[config.mk]
export PLATFORM = sky130hd
export DESIGN_NAME = core_reservation_scheduler
export DESIGN_NICKNAME = d
export VERILOG_FILES = /design/src/design/crs_pkg.sv /design/src/design/crs_cell.sv /design/src/design/core_reservation_scheduler.sv
export SDC_FILE = /design/constraint.sdc
export NUM_CORES = 1
export LEC_CHECK = 0
export ABC_AREA = 1
export BUFFER_PORTS_ARGS = -buffer_cell sky130_fd_sc_hd__buf_2
export CAP_MARGIN = 20
export CORE_MARGIN = 8
export CORE_UTILIZATION = 54
export DETAILED_ROUTE_END_ITERATION = 8
export GPL_TIMING_DRIVEN = 1
export HOLD_SLACK_MARGIN = 0.02
export MAX_ROUTING_LAYER = met4
export PLACE_DENSITY_LB_ADDON = 0.08
export SYNTH_ARGS = -nofsm -noshare
export SYNTH_HDL_FRONTEND = slang
export SYNTH_SLANG_ARGS = --single-unit
[constraint.sdc]
create_clock -name clk -period 3.9 [get_ports clk]
set_input_delay 0.39 -clock clk [delete_from_list [all_inputs] [get_ports clk]]
set_output_delay 0.39 -clock clk [all_outputs]
set_load 0.02 [all_outputs]
[src/design/crs_pkg.sv]
// Shared types and constants of the core reservation scheduler.
// No dependencies; used by crs_cell, the top level and the checker.
`timescale 1ns / 1ps
`default_nettype none

package crs_pkg;

  localparam int CORE_W   = 7;
  localparam int THREAD_W = 8;
  localparam int FIRST_W  = 6;
  localparam int KIND_W   = 3;

  localparam int WAIT_DEPTH_DEF = 16;
  localparam int MAX_CORES_DEF  = 64;

  localparam logic [CORE_W-1:0] TOTAL_CORES_RESET = CORE_W'(24);

  localparam logic FUNC_RESERVE = 1'b0;
  localparam logic FUNC_RELEASE = 1'b1;

  typedef enum logic [KIND_W-1:0] {
    KIND_GRANTED   = 3'd0,
    KIND_QUEUED    = 3'd1,
    KIND_FULL      = 3'd2,
    KIND_EXCEEDS   = 3'd3,
    KIND_WAITER    = 3'd4,
    KIND_RELEASED  = 3'd5,
    KIND_UNDERFLOW = 3'd6
  } kind_t;

  // One wait-list entry
  typedef struct packed {
    logic [CORE_W-1:0]   cores;
    logic [THREAD_W-1:0] thread;
  } wait_entry_t;

  // Per-cell control from the sequencer
  typedef struct packed {
    logic shift;
    logic load;
  } cell_ctrl_t;

endpackage

`default_nettype wire

[src/design/crs_cell.sv]
// One wait-list cell: holds a waiter entry, loads it or takes its upper neighbor's.
// Depends on crs_pkg for the entry and control types.
`timescale 1ns / 1ps
`default_nettype none

module crs_cell (
  input  wire                      clk,
  input  crs_pkg::cell_ctrl_t      ctrl,
  input  crs_pkg::wait_entry_t     load_data,
  input  crs_pkg::wait_entry_t     neighbor,
  output crs_pkg::wait_entry_t     q
);

  // Load wins over shift; otherwise hold
  always_ff @(posedge clk) begin
    if (ctrl.load) begin
      q <= load_data;
    end else if (ctrl.shift) begin
      q <= neighbor;
    end
  end

endmodule

`default_nettype wire

[src/design/core_reservation_scheduler.sv]
// Top level of the core reservation scheduler: sequencer, counters and a row of wait-list cells.
// Depends on crs_pkg and crs_cell.
//
//  channel | handshake          | payload
//  --------+--------------------+------------------------------------------------------
//  in      | in_valid/in_ready  | func, core_count, thread_id
//  out     | out_valid/out_ready| result_kind, grant_thread, grant_first_core,
//          |                    | grant_count, free_cores
//  cfg     | cfg_we             | cfg_data (total_cores)
//
// A reserve is decided in ST_EXEC; ST_FINISH writes its result to the output register.
// A release passes ST_EXEC, ST_SCAN if waiters are listed, then ST_FINISH. In ST_SCAN the wait
// list rotates one entry per cycle through the head cell, which is compared to the
// free cores, so every waiter listed at acceptance is visited once and arrival order is kept.
// One transaction is in work at a time; a finished result waits in the output
// register while the next transaction is accepted, and stalls only the result write.
// Reset (rst, synchronous) empties the list and clears the active count.
`timescale 1ns / 1ps
`default_nettype none

module core_reservation_scheduler #(
  parameter int WAIT_DEPTH = crs_pkg::WAIT_DEPTH_DEF,
  parameter int MAX_CORES  = crs_pkg::MAX_CORES_DEF
) (
  input  wire                              clk,
  input  wire                              rst,
  input  wire                              in_valid,
  output logic                             in_ready,
  input  wire                              func,
  input  wire  [crs_pkg::CORE_W-1:0]       core_count,
  input  wire  [crs_pkg::THREAD_W-1:0]     thread_id,
  output logic                             out_valid,
  input  wire                              out_ready,
  output logic [crs_pkg::KIND_W-1:0]       result_kind,
  output logic [crs_pkg::THREAD_W-1:0]     grant_thread,
  output logic [crs_pkg::FIRST_W-1:0]      grant_first_core,
  output logic [crs_pkg::CORE_W-1:0]       grant_count,
  output logic [crs_pkg::CORE_W-1:0]       free_cores,
  input  wire                              cfg_we,
  input  wire  [crs_pkg::CORE_W-1:0]       cfg_data
);

  localparam int CNT_W    = $clog2(WAIT_DEPTH + 1);
  localparam int CoreMax  = (1 << crs_pkg::CORE_W) - 1;
  localparam int PoolCap  = (MAX_CORES < CoreMax) ? MAX_CORES : CoreMax;

  typedef enum logic [1:0] {
    ST_IDLE,
    ST_EXEC,
    ST_SCAN,
    ST_FINISH
  } state_t;

  state_t                       state;
  logic [crs_pkg::CORE_W-1:0]   total_cores;
  logic [crs_pkg::CORE_W-1:0]   active_count;
  logic [CNT_W-1:0]             waiter_count;
  logic [CNT_W-1:0]             scan_left;
  logic                         found;

  logic                         op_func;
  logic [crs_pkg::CORE_W-1:0]   op_count;
  logic [crs_pkg::THREAD_W-1:0] op_thread;

  crs_pkg::kind_t               res_kind;
  logic [crs_pkg::THREAD_W-1:0] res_thread;
  logic [crs_pkg::FIRST_W-1:0]  res_first;
  logic [crs_pkg::CORE_W-1:0]   res_count;

  logic [crs_pkg::CORE_W-1:0]   pool;
  logic [crs_pkg::CORE_W-1:0]   avail;
  logic                         rsv_fit;
  logic                         rsv_exceeds;
  logic                         list_full;
  logic                         rsv_queue;
  logic                         scan_fit;
  logic                         out_free;

  crs_pkg::wait_entry_t         cell_q [WAIT_DEPTH];
  crs_pkg::wait_entry_t         cell_load;
  crs_pkg::wait_entry_t         head;

  // Pool size clamped to the build limit, and free cores now
  assign pool  = (total_cores > crs_pkg::CORE_W'(PoolCap)) ?
                 crs_pkg::CORE_W'(PoolCap) : total_cores;
  assign avail = (active_count >= pool) ? '0 : pool - active_count;

  // Reserve decision on the held transaction
  assign rsv_fit     = (op_count <= avail);
  assign rsv_exceeds = (op_count > pool);
  assign list_full   = (waiter_count == CNT_W'(WAIT_DEPTH));
  assign rsv_queue   = (state == ST_EXEC) && (op_func == crs_pkg::FUNC_RESERVE) &&
                       !rsv_fit && !rsv_exceeds && !list_full;

  // Head of the rotating list
  assign head     = cell_q[0];
  assign scan_fit = (state == ST_SCAN) && !found && (head.cores <= avail);

  assign in_ready = (state == ST_IDLE);
  assign out_free = !out_valid || out_ready;

  // Enqueue writes the new entry; a scan pushes a kept head back at the tail
  assign cell_load = (state == ST_SCAN) ? head :
                     crs_pkg::wait_entry_t'{cores: op_count, thread: op_thread};

  // Row of wait-list cells, each fed by its upper neighbor, the last one by itself
  for (genvar j = 0; j < WAIT_DEPTH; j++) begin : g_cell
    crs_pkg::cell_ctrl_t  ctrl;
    crs_pkg::wait_entry_t nbr;

    assign ctrl.shift = (state == ST_SCAN);
    assign ctrl.load  = (rsv_queue && (CNT_W'(j) == waiter_count)) ||
                        ((state == ST_SCAN) && !scan_fit &&
                         (CNT_W'(j + 1) == waiter_count));

    if (j == WAIT_DEPTH - 1) begin : g_last
      assign nbr = cell_q[j];
    end else begin : g_mid
      assign nbr = cell_q[j + 1];
    end

    crs_cell u_cell (
      .clk       (clk),
      .ctrl      (ctrl),
      .load_data (cell_load),
      .neighbor  (nbr),
      .q         (cell_q[j])
    );
  end

  // Sequencer, counters and result registers
  always_ff @(posedge clk) begin
    if (rst) begin
      state        <= ST_IDLE;
      out_valid    <= 1'b0;
      total_cores  <= crs_pkg::TOTAL_CORES_RESET;
      active_count <= '0;
      waiter_count <= '0;
      scan_left    <= '0;
      found        <= 1'b0;
    end else begin
      if (cfg_we) begin
        total_cores <= cfg_data;
      end

      // Raise the result into a free output register, drop it once taken
      if ((state == ST_FINISH) && out_free) begin
        out_valid <= 1'b1;
      end else if (out_ready) begin
        out_valid <= 1'b0;
      end

      case (state)
        ST_IDLE: begin
          if (in_valid) begin
            op_func   <= func;
            op_count  <= core_count;
            op_thread <= thread_id;
            state     <= ST_EXEC;
          end
        end

        ST_EXEC: begin
          found <= 1'b0;
          if (op_func == crs_pkg::FUNC_RESERVE) begin
            state <= ST_FINISH;
            if (rsv_fit) begin
              res_kind     <= crs_pkg::KIND_GRANTED;
              res_thread   <= op_thread;
              res_first    <= (op_count != '0) ? active_count[crs_pkg::FIRST_W-1:0] : '0;
              res_count    <= op_count;
              active_count <= active_count + op_count;
            end else begin
              res_thread <= '0;
              res_first  <= '0;
              res_count  <= '0;
              if (rsv_exceeds) begin
                res_kind <= crs_pkg::KIND_EXCEEDS;
              end else if (list_full) begin
                res_kind <= crs_pkg::KIND_FULL;
              end else begin
                res_kind     <= crs_pkg::KIND_QUEUED;
                waiter_count <= waiter_count + 1'b1;
              end
            end
          end else begin
            res_thread <= '0;
            res_first  <= '0;
            res_count  <= '0;
            if (op_count > active_count) begin
              active_count <= '0;
              res_kind     <= crs_pkg::KIND_UNDERFLOW;
            end else begin
              active_count <= active_count - op_count;
              res_kind     <= crs_pkg::KIND_RELEASED;
            end
            scan_left <= waiter_count;
            state     <= (waiter_count == '0) ? ST_FINISH : ST_SCAN;
          end
        end

        ST_SCAN: begin
          // Pop the head once; grant the first fit, rotate everything else
          if (scan_fit) begin
            found        <= 1'b1;
            res_thread   <= head.thread;
            res_count    <= head.cores;
            res_first    <= (head.cores != '0) ? active_count[crs_pkg::FIRST_W-1:0] : '0;
            active_count <= active_count + head.cores;
            waiter_count <= waiter_count - 1'b1;
            if (res_kind == crs_pkg::KIND_RELEASED) begin
              res_kind <= crs_pkg::KIND_WAITER;
            end
          end
          scan_left <= scan_left - 1'b1;
          if (scan_left == CNT_W'(1)) begin
            state <= ST_FINISH;
          end
        end

        ST_FINISH: begin
          if (out_free) begin
            result_kind      <= res_kind;
            grant_thread     <= res_thread;
            grant_first_core <= res_first;
            grant_count      <= res_count;
            free_cores       <= avail;
            state            <= ST_IDLE;
          end
        end

        default: begin
          state <= ST_IDLE;
        end
      endcase
    end
  end

endmodule

`default_nettype wire

# ---- Word level (Yosys, flattened, before mapping)
# Index checks and enable logic that the tools add are counted.
dict set report totals {
  ramBits 0
  rom_bits 0
  n_memories 0
  in_bits 28
  wordCells 270
  output_inout_bits 33
  latch_bits 0
  register_bits 339
}
dict set report op_classes {
  multipliers 0
  n_addsub 7
  n_mux 78
  n_shift 0
  magnitude_cmp 6
  bitwise 2
  n_reduce_logical 93
  eq_ne 33
  div 0
}
# op n
set op_table {}
lappend op_table {{15-bit 2-to-1 mux} 31}
lappend op_table {{7-bit 2-to-1 mux} 9}
lappend op_table {{4-bit by 5-bit == test with 1-bit output, first input constant} 8}
lappend op_table {{1-bit logical AND} 40}
lappend op_table {{2-bit nonzero test} 17}
lappend op_table {{5-bit 2-to-1 mux} 6}
lappend op_table {{6-bit 2-to-1 mux} 5}
lappend op_table {{7-bit case mux with 2 select lines} 2}
lappend op_table {{8-bit 2-to-1 mux} 3}
lappend op_table {{3-bit by 5-bit == test with 1-bit output, first input constant} 4}
lappend op_table {{5-bit case mux with 2 select lines} 2}
lappend op_table {{1-bit logical OR} 17}
lappend op_table {{2-bit != test, second input constant} 8}
lappend op_table {{8-bit case mux with 2 select lines} 1}
lappend op_table {{3-bit AND reduction} 5}
lappend op_table {{7-bit adder} 2}
lappend op_table {{7-bit > comparator} 2}
lappend op_table {{7-bit <= comparator} 2}
lappend op_table {{2-bit 2-to-1 mux} 7}
lappend op_table {{7-bit nonzero test} 2}
lappend op_table {{7-bit subtractor} 2}
lappend op_table {{6-bit case mux with 2 select lines} 1}
lappend op_table {{2-bit by 5-bit == test with 1-bit output, first input constant} 2}
lappend op_table {{5-bit by 1-bit subtractor with 5-bit output, second input constant} 2}
lappend op_table {{24 further kinds} 39}

# ---- Logic depth before layout (Yosys ltp)
# Gate-level depths: netlist (run 1).
dict set report logic_depth {
  depth_word 12
  ltp_mapped 28
}

# ---- Hierarchy
# A second synthesis (run 1) with hierarchy kept.
dict set report hier_totals {
  cells_unflattened 1792
  area_unflattened_um2 17528.1
}
# mod instances area_per_inst_um2 seq_area_each_um2 cells_each
set modules_own_cells {}
lappend modules_own_cells {crs_cell 16 691.9 450.4 65}
lappend modules_own_cells {core_reservation_scheduler 1 6457.4 2692.6 752}

# ---- Worst setup path before layout (run 1)
# Ideal clock, no wire load.
dict set report synth_path {
  path_type {register -> register}
  from {register total_cores[6] (netlist bit)}
  to {register res_count[0] (netlist bit) (enable)}
  setup_time_ns 0.406
  stages_incl_launch_ff 23
  t_arrival_ns 3.876
  required_ns 3.494
  slack_ns -0.382
  synth_period_minus_slack_ns 4.282
  path_cell_list {dfxtp_1 -> clkinv_1 -> nand2_1 -> ha_1 -> inv_1 -> fa_1 -> nand2_1 -> inv_1 -> o21ai_0 -> nand2_1 -> nand2_1 -> nand2_1 -> a21oi_1 -> xor2_1 -> inv_1 -> nand2_1 -> ha_1 -> a21o_1 -> nor2_1 -> nand2_1 -> nand2_2 -> nand2_1 -> a21oi_1}
}
dict set report synth_via {
  elab_chain_len 8
}
# element line_no
set synth_lines {}
lappend synth_lines {{start: declaration} core_reservation_scheduler.sv:55} ;# logic [crs_pkg::CORE_W-1:0] total_cores;
lappend synth_lines {{start signal: assignment} core_reservation_scheduler.sv:136} ;# total_cores <= crs_pkg::TOTAL_CORES_RESET;
lappend synth_lines {{start signal: assignment} core_reservation_scheduler.sv:143} ;# total_cores <= cfg_data;
lappend synth_lines {{7-bit > comparator} core_reservation_scheduler.sv:84} ;# assign pool = (total_cores > crs_pkg::CORE_W'(PoolCap)) ?
lappend synth_lines {{7-bit 2-to-1 mux (*)} core_reservation_scheduler.sv:84}
lappend synth_lines {{7-bit subtractor / 7-bit >= comparator (equally long branches)} core_reservation_scheduler.sv:86} ;# assign avail = (active_count >= pool) ? '0 : pool - active_count;
lappend synth_lines {{7-bit 2-to-1 mux (*)} core_reservation_scheduler.sv:86}
lappend synth_lines {{7-bit <= comparator (*)} core_reservation_scheduler.sv:97} ;# assign scan_fit = (state == ST_SCAN) && !found && (head.cores <= avail);
lappend synth_lines {{1-bit logical AND (*)} core_reservation_scheduler.sv:97}
lappend synth_lines {{2-bit != test (no line) (*)} --}
lappend synth_lines {{3-bit AND reduction (no line) (*)} --}
lappend synth_lines {{end signal: assignment} core_reservation_scheduler.sv:171} ;# res_count <= op_count;
lappend synth_lines {{end signal: assignment} core_reservation_scheduler.sv:207} ;# res_count <= head.cores;
lappend synth_lines {{end: declaration} core_reservation_scheduler.sv:68} ;# logic [crs_pkg::CORE_W-1:0] res_count;
# Every way passes the cells marked *; elsewhere a longest branch is shown, timed or not.
# A chain may end at the register's enable or synchronous reset.

# ---- Worst setup path after layout (run 1)
dict set report layout_path {
  from {register total_cores[6] (netlist bit)}
  to {register g_cell[9].u_cell.q[14] (netlist bit) (enable)}
}
dict set report layout_via {
  elab_chain_len 12
}
# element line_no
set layout_lines {}
lappend layout_lines {{7-bit > comparator} core_reservation_scheduler.sv:84}
lappend layout_lines {{7-bit 2-to-1 mux (*)} core_reservation_scheduler.sv:84}
lappend layout_lines {{7-bit subtractor / 7-bit >= comparator (equally long branches)} core_reservation_scheduler.sv:86}
lappend layout_lines {{7-bit 2-to-1 mux (*)} core_reservation_scheduler.sv:86}
lappend layout_lines {{via avail (one bit)} core_reservation_scheduler.sv:71} ;# logic [crs_pkg::CORE_W-1:0] avail;
lappend layout_lines {{7-bit <= comparator} core_reservation_scheduler.sv:89} ;# assign rsv_fit = (op_count <= avail);
lappend layout_lines {{1-bit logical NOT} core_reservation_scheduler.sv:93} ;# !rsv_fit && !rsv_exceeds && !list_full;
lappend layout_lines {{1-bit logical AND} core_reservation_scheduler.sv:92} ;# assign rsv_queue = (state == ST_EXEC) && (op_func == crs_pkg::FUNC_RESERVE) &&
lappend layout_lines {{1-bit logical AND (2 in a row)} core_reservation_scheduler.sv:93}
lappend layout_lines {{1-bit logical AND} core_reservation_scheduler.sv:112} ;# assign ctrl.load = (rsv_queue && (CNT_W'(j) == waiter_count)) ||
lappend layout_lines {{1-bit logical OR (*)} core_reservation_scheduler.sv:112}
lappend layout_lines {{2-bit nonzero test (no line) (*)} --}
lappend layout_lines {{end signal: assignment} crs_cell.sv:17} ;# q <= load_data;
lappend layout_lines {{end signal: assignment} crs_cell.sv:19} ;# q <= neighbor;
lappend layout_lines {{end: declaration} crs_cell.sv:11} ;# output crs_pkg::wait_entry_t q
# The timed path passes the listed nets; every way through them passes the cells marked *.

==> flow_results.org, run 1 <==
** Critical path
- The worst register-to-register path has a depth of 28.
- Critical R2R Launch :: total_cores[6]
- Critical path endpoint category :: flop
- Along the worst path, the maximum fanout reaches 7.
- In this run the critical register-to-register path is captured at g_cell[9].u_cell.q[14].
- Max stage delay cell, worst path :: dfxtp_2
- The worst setup path is launched from a flop.
- At the worst endpoint, the required time is about 4.1 ns.
- Across all register-to-register paths, the minimum setup slack is approximately 0.012 ns.
- Origin of the worst setup path :: total_cores[6]
- The most numerous cell type found on the critical path is nand2_1.
- Critical path arrival :: 4.13 ns
- Setup CP Type :: reg -> reg
- In this run the worst setup path terminates at g_cell[9].u_cell.q[14].
- In this design, the stage delay of the slowest critical-path cell is 0.35 ns.

** Power
- VDD sags by at most 0.429 mV.
- P per Cell Area :: 691 nW/µm²
- Total leakage power :: 0.00911 µW

** Logic synthesis
- Share of the synthesized area in compound gates (AO/OA/AOI/OAI) :: 0.0356
- The mapped netlist covers approximately 17000 µm².
- Summed over all instances, the cell type with the most area after synthesis is edfxtp_1.
- Of the post-synthesis cell area, the dominant cell type holds 0.546.
- The portion of synthesized area spent on multiplexers is 0.
- Xor and xnor area share after synthesis :: 0.00614
- Largest cells by area after synthesis :: edfxtp_1 (55%), nand2_1 (14%), nand3_1 (8.2%)
- The share of the Yosys chip area taken by registers is 0.579.
- Number of synthesis warnings :: 0
- In the synthesized netlist the dominant register cell turns out to be edfxtp_1.
- Yosys mapped the design onto 47 distinct sky130hd cell types.
- Counting flops and latches in the post-synthesis netlist gives 339.
- Fraction of the mapped netlist area in simple logic gates :: 0.281
- Adder-Cell Fraction of Synth Area :: 0.0478
- EDFF count, synth :: 311
- Counting every net in the synthesized netlist gives 1864.
- Share of flip-flops with an asynchronous set or reset :: 0
- By area, the combinational part of the netlist is dominated by simple AND/OR/NAND/NOR gates.
- Post-Syn Instances :: 1773
- A synthesized cell averages 9.65 µm².

** STA
- Clk_skew :: 0.0102 ns
- The hold violation total from the final report is 0.
- Final setup fails :: 0
- For the pin with the worst max-slew slack, the measured transition is around 1.2 ns.
- Fin crit period :: 3.89 ns
- Highest clock frequency the design can meet :: ~0.26 GHz
- Tightest slew margin relative to the limit :: 0.216
- In the final timing run, aggregate negative setup slack is 0 ns.
- Worst Hold Margin :: 0.0466 ns
- Setup repair after global routing missed its margin :: yes
- The final-report max-slew violation count came to 0.
- In the finished design, the share of the clock period the worst path needs comes to 0.997.
- Setup slack closes at 0.0118 ns.

** Placed design
- Routability-driven placement finished with a final weighted congestion of 0.953.
- DP Wirelength :: 28500 µm
- Cell count after placement :: between 2000 and 2500
- OpenSTA, run right after detailed placement, puts the worst setup slack at -0.310 ns.
- Port Buf Inserts :: 60
- Cell area reported after detailed placement :: approximately 19000 µm²

** Die
- Starting density of the core :: 0.545
- The die is 194 µm wide.
- FP Rows :: 65
- Number of top-level design ports :: 61
- The die covers 37600 µm².
- Area of the placeable core :: approximately 31000 µm²
- Die Y :: roughly 190 µm

** Route
- WL final :: 41900 µm
- After detailed routing, the number of remaining DRC violations is 0.
- Detail-routed net length per standard cell :: 17.7 µm
- The detail route stage leaves a number of antenna-violating nets equal to 0.
- First-pass DRT Iterations :: 8
- After the first detailed-routing iteration, the DRC count stood at 877.
- The final route contains 13000 vias.
- Dividing the detail-routed via count by the number of cells gives 5.50.

** GRT
- The number of global-route vias before repair came to 12300.
- Number of antenna violations at the first check in global routing :: 0
- The first global-routing pass estimated 64400 µm of wire.
- All-Layer GR Usage :: 0.216
- Entering global routing, the biggest net connects 39 pins.
- The total overflow left after global routing is 0.

** Finish
- The number of antenna diodes in the final layout is 0.
- For this run, the number of standard cells in the final layout without fillers is 2364.
- The finished cells cover between 20000 and 25000 µm².
- Of the cells placed in the final design, the portion with a size suffix greater than 1 is 0.209.
- Relative to the synthesized area, the layout overhead comes to 23.9%.
- Commonest non-fill, non-tap cell in the layout :: nand2_1
- Final net count :: 2025
- Most used cells in the layout excluding fill and tap cells :: nand2_1 (607), edfxtp_1 (311), nand3_1 (249)

** CTS
- Skew-Pair Late Insertion Delay :: 0.52 ns
- In this run the clock root is driven by a clkbuf_16.
- TritonCTS clock tree :: done
- The clock passes through at most 3 buffers.
- Post-CTS clock slew at the launch and capture registers of the worst setup and hold paths :: 0.06 ns
- In this run the number of H-tree levels came out at 2.
- For this design, the sink count on the clock tree is 339.
- Total clock buffers created by CTS :: 38

** Run
- Across the run, the number of max-cap violations was 0.

** Worst hold path
- Counting instances, the worst hold path has a depth of 1.
- Worst hold-check path type :: in -> reg

** Outcome
- The run finished with clean final reports.
[power breakdown]
| part | switching, µW | leakage [µW] | total (µW) | internal [µW] |
|---|---|---|---|---|
| clock network | 1420 | 0.000562 | 3360 | 1950 |
| logic | 3610 | 0.00545 | 5760 | 2140 |
| registers | 329 | 0.00310 | 5530 | 5210 |
| total | 5350 | 0.00911 | 14700 | 9300 |
[per-stage QoR]
stage	power (µW)	util
floorplan	8640	-
global placement	10500	0.594
detailed placement	10600	0.594
CTS	14200	0.643
global route	15500	0.675
finish	14700	0.675
[final cells by class]
class / count / area, µm²
timing repair buffer: 198 / 2070
clock inverter: 21 / 164
multi-input combinational: 1255 / 7180
inverter: 102 / 385
sequential: 339 / 9900
clock buffer: 47 / 995
fill: 2335 / 10200
tap: 402 / 503
[synth_stat cells (2+ instances only)]
cell type,n
a211oi_1,2
a21boi_0,7
a21oi_1,46
a31oi_1,4
and2_1,2
and3_1,6
buf_1,2
buf_12,2
buf_2,36
buf_4,6
buf_6,10
clkbuf_1,23
dfxtp_1,28
edfxtp_1,311
fa_1,4
ha_1,59
inv_1,98
inv_2,3
nand2_1,633
nand2_2,15
nand2_4,17
nand3_1,281
nand3_2,6
nand3_4,9
nand3b_1,2
nand4_1,11
nor2_1,67
nor2_2,2
nor3_1,5
nor4_1,4
o21ai_0,39
o21ai_1,7
or2_2,2
xnor2_1,5
xor2_1,7
[routing by layer]
layer	track usage	routed length, µm
met1	0.263	17900
met2	0.369	20900
met3	0.0269	1860
met4	0.0721	1360
met5	-	0
[worst min path at each step]
stage                     slack [ns]     startpoint                   to
final                           0.05   thread_id[3]         op_thread[3]
after global routing            0.03   thread_id[6]         op_thread[6]
after CTS                       0.02   thread_id[2]         op_thread[2]
after detailed placement        0.40   res_first[4]  grant_first_core[4]
after global placement          0.40  res_thread[5]      grant_thread[5]
after floorplan                 0.40   res_count[0]       grant_count[0]
[kinds of logic after synthesis]
logic type / Yosys count
AND/OR/NAND/NOR: 1066
adder cells (fa/ha/maj): 63
flip-flops: 339
AO/OA/AOI/OAI: 111
buffers and inverters: 182
XOR/XNOR: 12
[sequential cells by signal (all words and copies together), names as in the netlist, 7 cells and up]
register and count:
free_cores 7, op_count 7, op_thread 8, g_cell.u_cell.q 240, grant_thread 8, res_count 7
active_count 7, grant_count 7, total_cores 7, res_thread 8
[critical path, delay by kind of cell, from the launching register on]
kind	cells	cell delay [ns]
compound gates	2	0.34
fa+ha+maj	2	0.62
buf+inv	11	1.12
flops	1	0.35
simple gates	13	1.17
[repair_timing]
action | in CTS | in global routing
gates resized for setup | 52 | 154
hold endpoints to repair | 1 | 0
cloned | 2 | 15
setup endpoints to repair | 468 | 477
hold buffers | 1 | 0
pin swaps | 8 | 36
buffers inserted | 7 | 3
(Power assumes the default switching activity.)
==> run 2: changes to the inputs <==
- ABC_AREA: 1 -> not set
- RECOVER_POWER: not set -> 50
==> run 2 against run 1 <==
The run now ends with max-capacitance violations, max-slew violations, negative setup slack left. Cell count decreased by 25%. Clock-buffer cell count decreased by 3. Synthesized cell count decreased by 35%. Largest power group is now registers. Critical path depth decreased by 5. Clock power increased by 4%. Register-to-register slack got worse by 0.50 ns. Worst hold slack got worse by 0.0078 ns. Highest routed layer unchanged. Die area decreased by 0.75%. Combinational power decreased by 12%. Maximum frequency decreased by 11%. Routed wire length decreased by 10%. Critical endpoint is now g_cell[1].u_cell.q[4]. First-iteration DRC count decreased by 27%.
==> flow_results.org, run 2 <==
** Outcome
- The run finished, with violations left.
- Failing checks :: max-capacitance violations, max-slew violations, negative setup slack

** STA
- Final worst-path cycle share :: 1.13
- Max-slew violation count :: 32
- At the pin with the least slew margin, the transition time is 1.81 ns.
- Setup repair after global routing could not meet its margin everywhere.
- Highest clock frequency the design can meet :: around 0.23 GHz
- Across all setup checks in the final design, the least slack found is -0.489 ns.
- Setup TNS Final :: -164.33 ns
- Final setup fails :: 500
- Clk_skew :: 0.0229 ns
- Tightest slew margin relative to the limit :: -0.204
- Final hold vios :: 0
- Fin crit period :: approximately 4.4 ns
- Worst Hold Margin :: approximately 0.039 ns

** GRT
- Vias in the first global route :: 10100
- Entering global routing, the biggest net connects 62 pins.
- Residual overflow from global routing :: 0
- Wire length of the first global-routing pass :: 57000 µm
- The initial antenna violation count is 0.
- Across every metal layer, demand over resource in global routing totals 0.193.

** Logic synthesis
- Counting flops and latches in the post-synthesis netlist gives about 340.
- Largest cells by area after synthesis :: edfxtp_1 (55%), mux2_4 (11%), mux2_2 (6.4%)
- After synthesis the cells add up to 17000 µm².
- Avg Inst Size Synth :: approximately 15 µm²
- Number of synthesis warnings :: 0
- Leading cell type by number of instances after synthesis :: edfxtp_1
- The commonest cells after synthesis are edfxtp_1 (311), mux2_4 (120), mux2_2 (97), ha_1 (59), nand2_1 (54).
- The cell count after synthesis came out at 1146.
- Main flop type after synthesis :: edfxtp_1
- Top cell type by total area after synthesis :: edfxtp_1
- Counting flops with an async set or reset pin after synthesis yields a share of 0.
- EDFF count, synth :: 311
- Of the post-synthesis cell area, the dominant cell type holds 0.551.
- After synthesis, the netlist uses 77 different library cells.
- Share of the yosys chip area belonging to registers :: 0.584
- Post-Synthesis Net Count :: 1237

** Finish
- 0 antenna diodes ended up in the layout.
- Layout Cells excl Fill :: 1780
- At the end of the flow the core is filled with cells to 0.688.
- After filler insertion, the fill cell instance count of the layout stands at 2116.
- Compared with the post-synthesis result, the final layout area differs by 26.6%.
- Of the cells placed in the final design, the portion with a size suffix greater than 1 is 0.407.
- The register with the most flip-flops in the layout has 240 of them.
- Most used cells in the layout excluding fill and tap cells :: edfxtp_1 (311), mux2_4 (224), buf_4 (92)
- Leaving out fill and tap cells, the most frequent cell in the layout is edfxtp_1.
- Final net count :: 1443
- Register containing the most flip-flops in the final layout :: g_cell.u_cell.q

** Worst hold path
- The min-delay analysis places its worst path in the category in -> reg.

** Critical path
- Setup CP Type :: reg -> reg
- Worst Setup Start Kind :: flop
- Critical path arrival :: around 4.7 ns
- Maximum fanout encountered on the critical timing path :: 7
- Critical path endpoint category :: flop
- Data required time of the critical path :: 4.16 ns

** Die
- Pin placement for this block handled 61 I/O pins.
- X dimension of the die :: 193 µm
- The floorplan has 65 rows.
- Die Y :: 193 µm
- Starting density of the core :: 0.543
- The core region is roughly 31000 µm².
- The die covers 37300 µm².

** Placed design
- At the end of routability-driven placement, the weighted congestion stood at a little under 0.9.
- The wire-length estimate of the detail-placed layout is 24600 µm.
- Port Buf Inserts :: 60
- After detailed placement, the design holds a cell count of around 1700.

** Power
- P per Cell Area :: 654 nW/µm²
- The worst-case IR drop observed on VDD is 0.378 mV.
- Total leakage power :: between 0.008 and 0.009 µW

** CTS
- Post-CTS clock slew at the launch and capture registers of the worst setup and hold paths :: 0.06 ns
- Clk sink count :: 339
- The root buffer cell chosen for the clock tree is clkbuf_16.
- The number of clock buffers added by TritonCTS is 38.
- At the later pin of the worst-skew pair, clock insertion delay measures 0.53 ns.
- Count of H-tree levels built during CTS :: 2
- For this design, the CTS-stage hold fixing added 0 buffers.
- TritonCTS built the clock tree.
- Clock Path Buffers :: 3

** Route
- The routed layout has roughly 10000 vias.
- In the routed layout, each cell is associated on average with a via count of 5.63.
- In this run the remaining antenna-violating nets after routing total 0.
- DRC violations left :: 0
- WL final :: 37600 µm
- Detail-routed net length per standard cell :: 21.1 µm
- The first TritonRoute pass finished after 5 iterations.
- After the first detailed-routing iteration, the DRC count stood at 637.

** Run
- Across the run, the number of max-cap violations was 1.
-- run 2: cell types whose count changed after synthesis, moves of 29 or more --
cell and change:
mux2_2 +97, nand3_1 -273, nor2_1 -29, inv_1 -46, nand2_1 -579, mux2_4 +120, buf_2 -34
-- run 2: layout make-up --
cell class | instances | area (µm²) | area share
repair buffers | 227 | 2320 | 0.108
multi-input cells | 693 | 7330 | 0.341
flip-flops and latches | 339 | 9900 | 0.461
inverters | 53 | 201 | 0.00938
clock inverters | 22 | 221 | 0.0103
well taps | 402 | 503 | 0.0234
clock buffers | 44 | 995 | 0.0463
-- run 2: path summary, 6_finish.rpt --
path	from	end	slack [ns]	cells after the start
min	func	op_func	0.04	1
min reg2reg	res_thread[5]	grant_thread[5]	0.42	0
max	total_cores[6]	g_cell[1].u_cell.q[4]	-0.49	23
max reg2reg	total_cores[6]	g_cell[1].u_cell.q[4]	-0.49	23
-- run 2: critical path: stages, from the launching register on --
cell	delay, ns
dfxtp_2	0.35
inv_4	0.05
buf_6	0.11
nand2_4	0.06
ha_4	0.13
inv_2	0.03
fa_2	0.33
a21o_1	0.19
a21oi_2	0.16
o21bai_1	0.10
a21oi_2	0.18
xnor2_2	0.16
nand2_4	0.10
ha_4	0.28
o21a_1	0.13
a21oi_2	0.07
buf_4	0.14
a211oi_4	0.32
buf_12	0.16
nand4_4	0.12
buf_6	0.16
a21oi_4	0.25
clkbuf_16	0.23
mux2_4	0.29
-- run 2: routing by layer --
layer,global-route usage,part of all wire,vias to the layer above
li1,-,-,4769
met1,0.249,0.44,4970
met2,0.314,0.49,215
met3,0.0274,0.041,68
met4,0.0582,0.026,0
met5,-,0,-
-- run 2: cell families (layout without fill, tap and decap cells) --
kind of cell,after synthesis,in the layout,synth area share
AO/OA/AOI/OAI,198,198,0.0887
XOR/XNOR,8,8,0.00413
adder cells (fa/ha/maj),63,63,0.0482
buffers and inverters,114,346,0.0327
flip-flops,339,339,0.584
multiplexers,236,236,0.182
AND/OR/NAND/NOR,188,188,0.0603
-- run 2: what timing repair did --
action                     in CTS  in global routing
setup endpoints to repair     507                512
pin swaps                      16                 23
gates cloned                    6                 11
gates resized for setup        85                 45
buffers inserted               21                 14
-- run 2: metrics by stage --
stage | area [µm²] | total power (µW) | setup slack, ns
after floorplan | 17400 | 8450 | -0.269
after global placement | 19100 | 9850 | -0.440
after detailed placement | 19100 | 9990 | -0.514
after CTS | 21000 | 13800 | -0.415
after global routing | 21500 | 14700 | -0.648
final | 21500 | 14000 | -0.489
-- run 2: power breakdown --
group / leakage [µW] / switching [µW] / internal (µW)
Sequential: 0.00308 / 337 / 5100
Clock: 0.000597 / 1420 / 2100
Combinational: 0.00454 / 2580 / 2500
Total: 0.00821 / 4340 / 9700
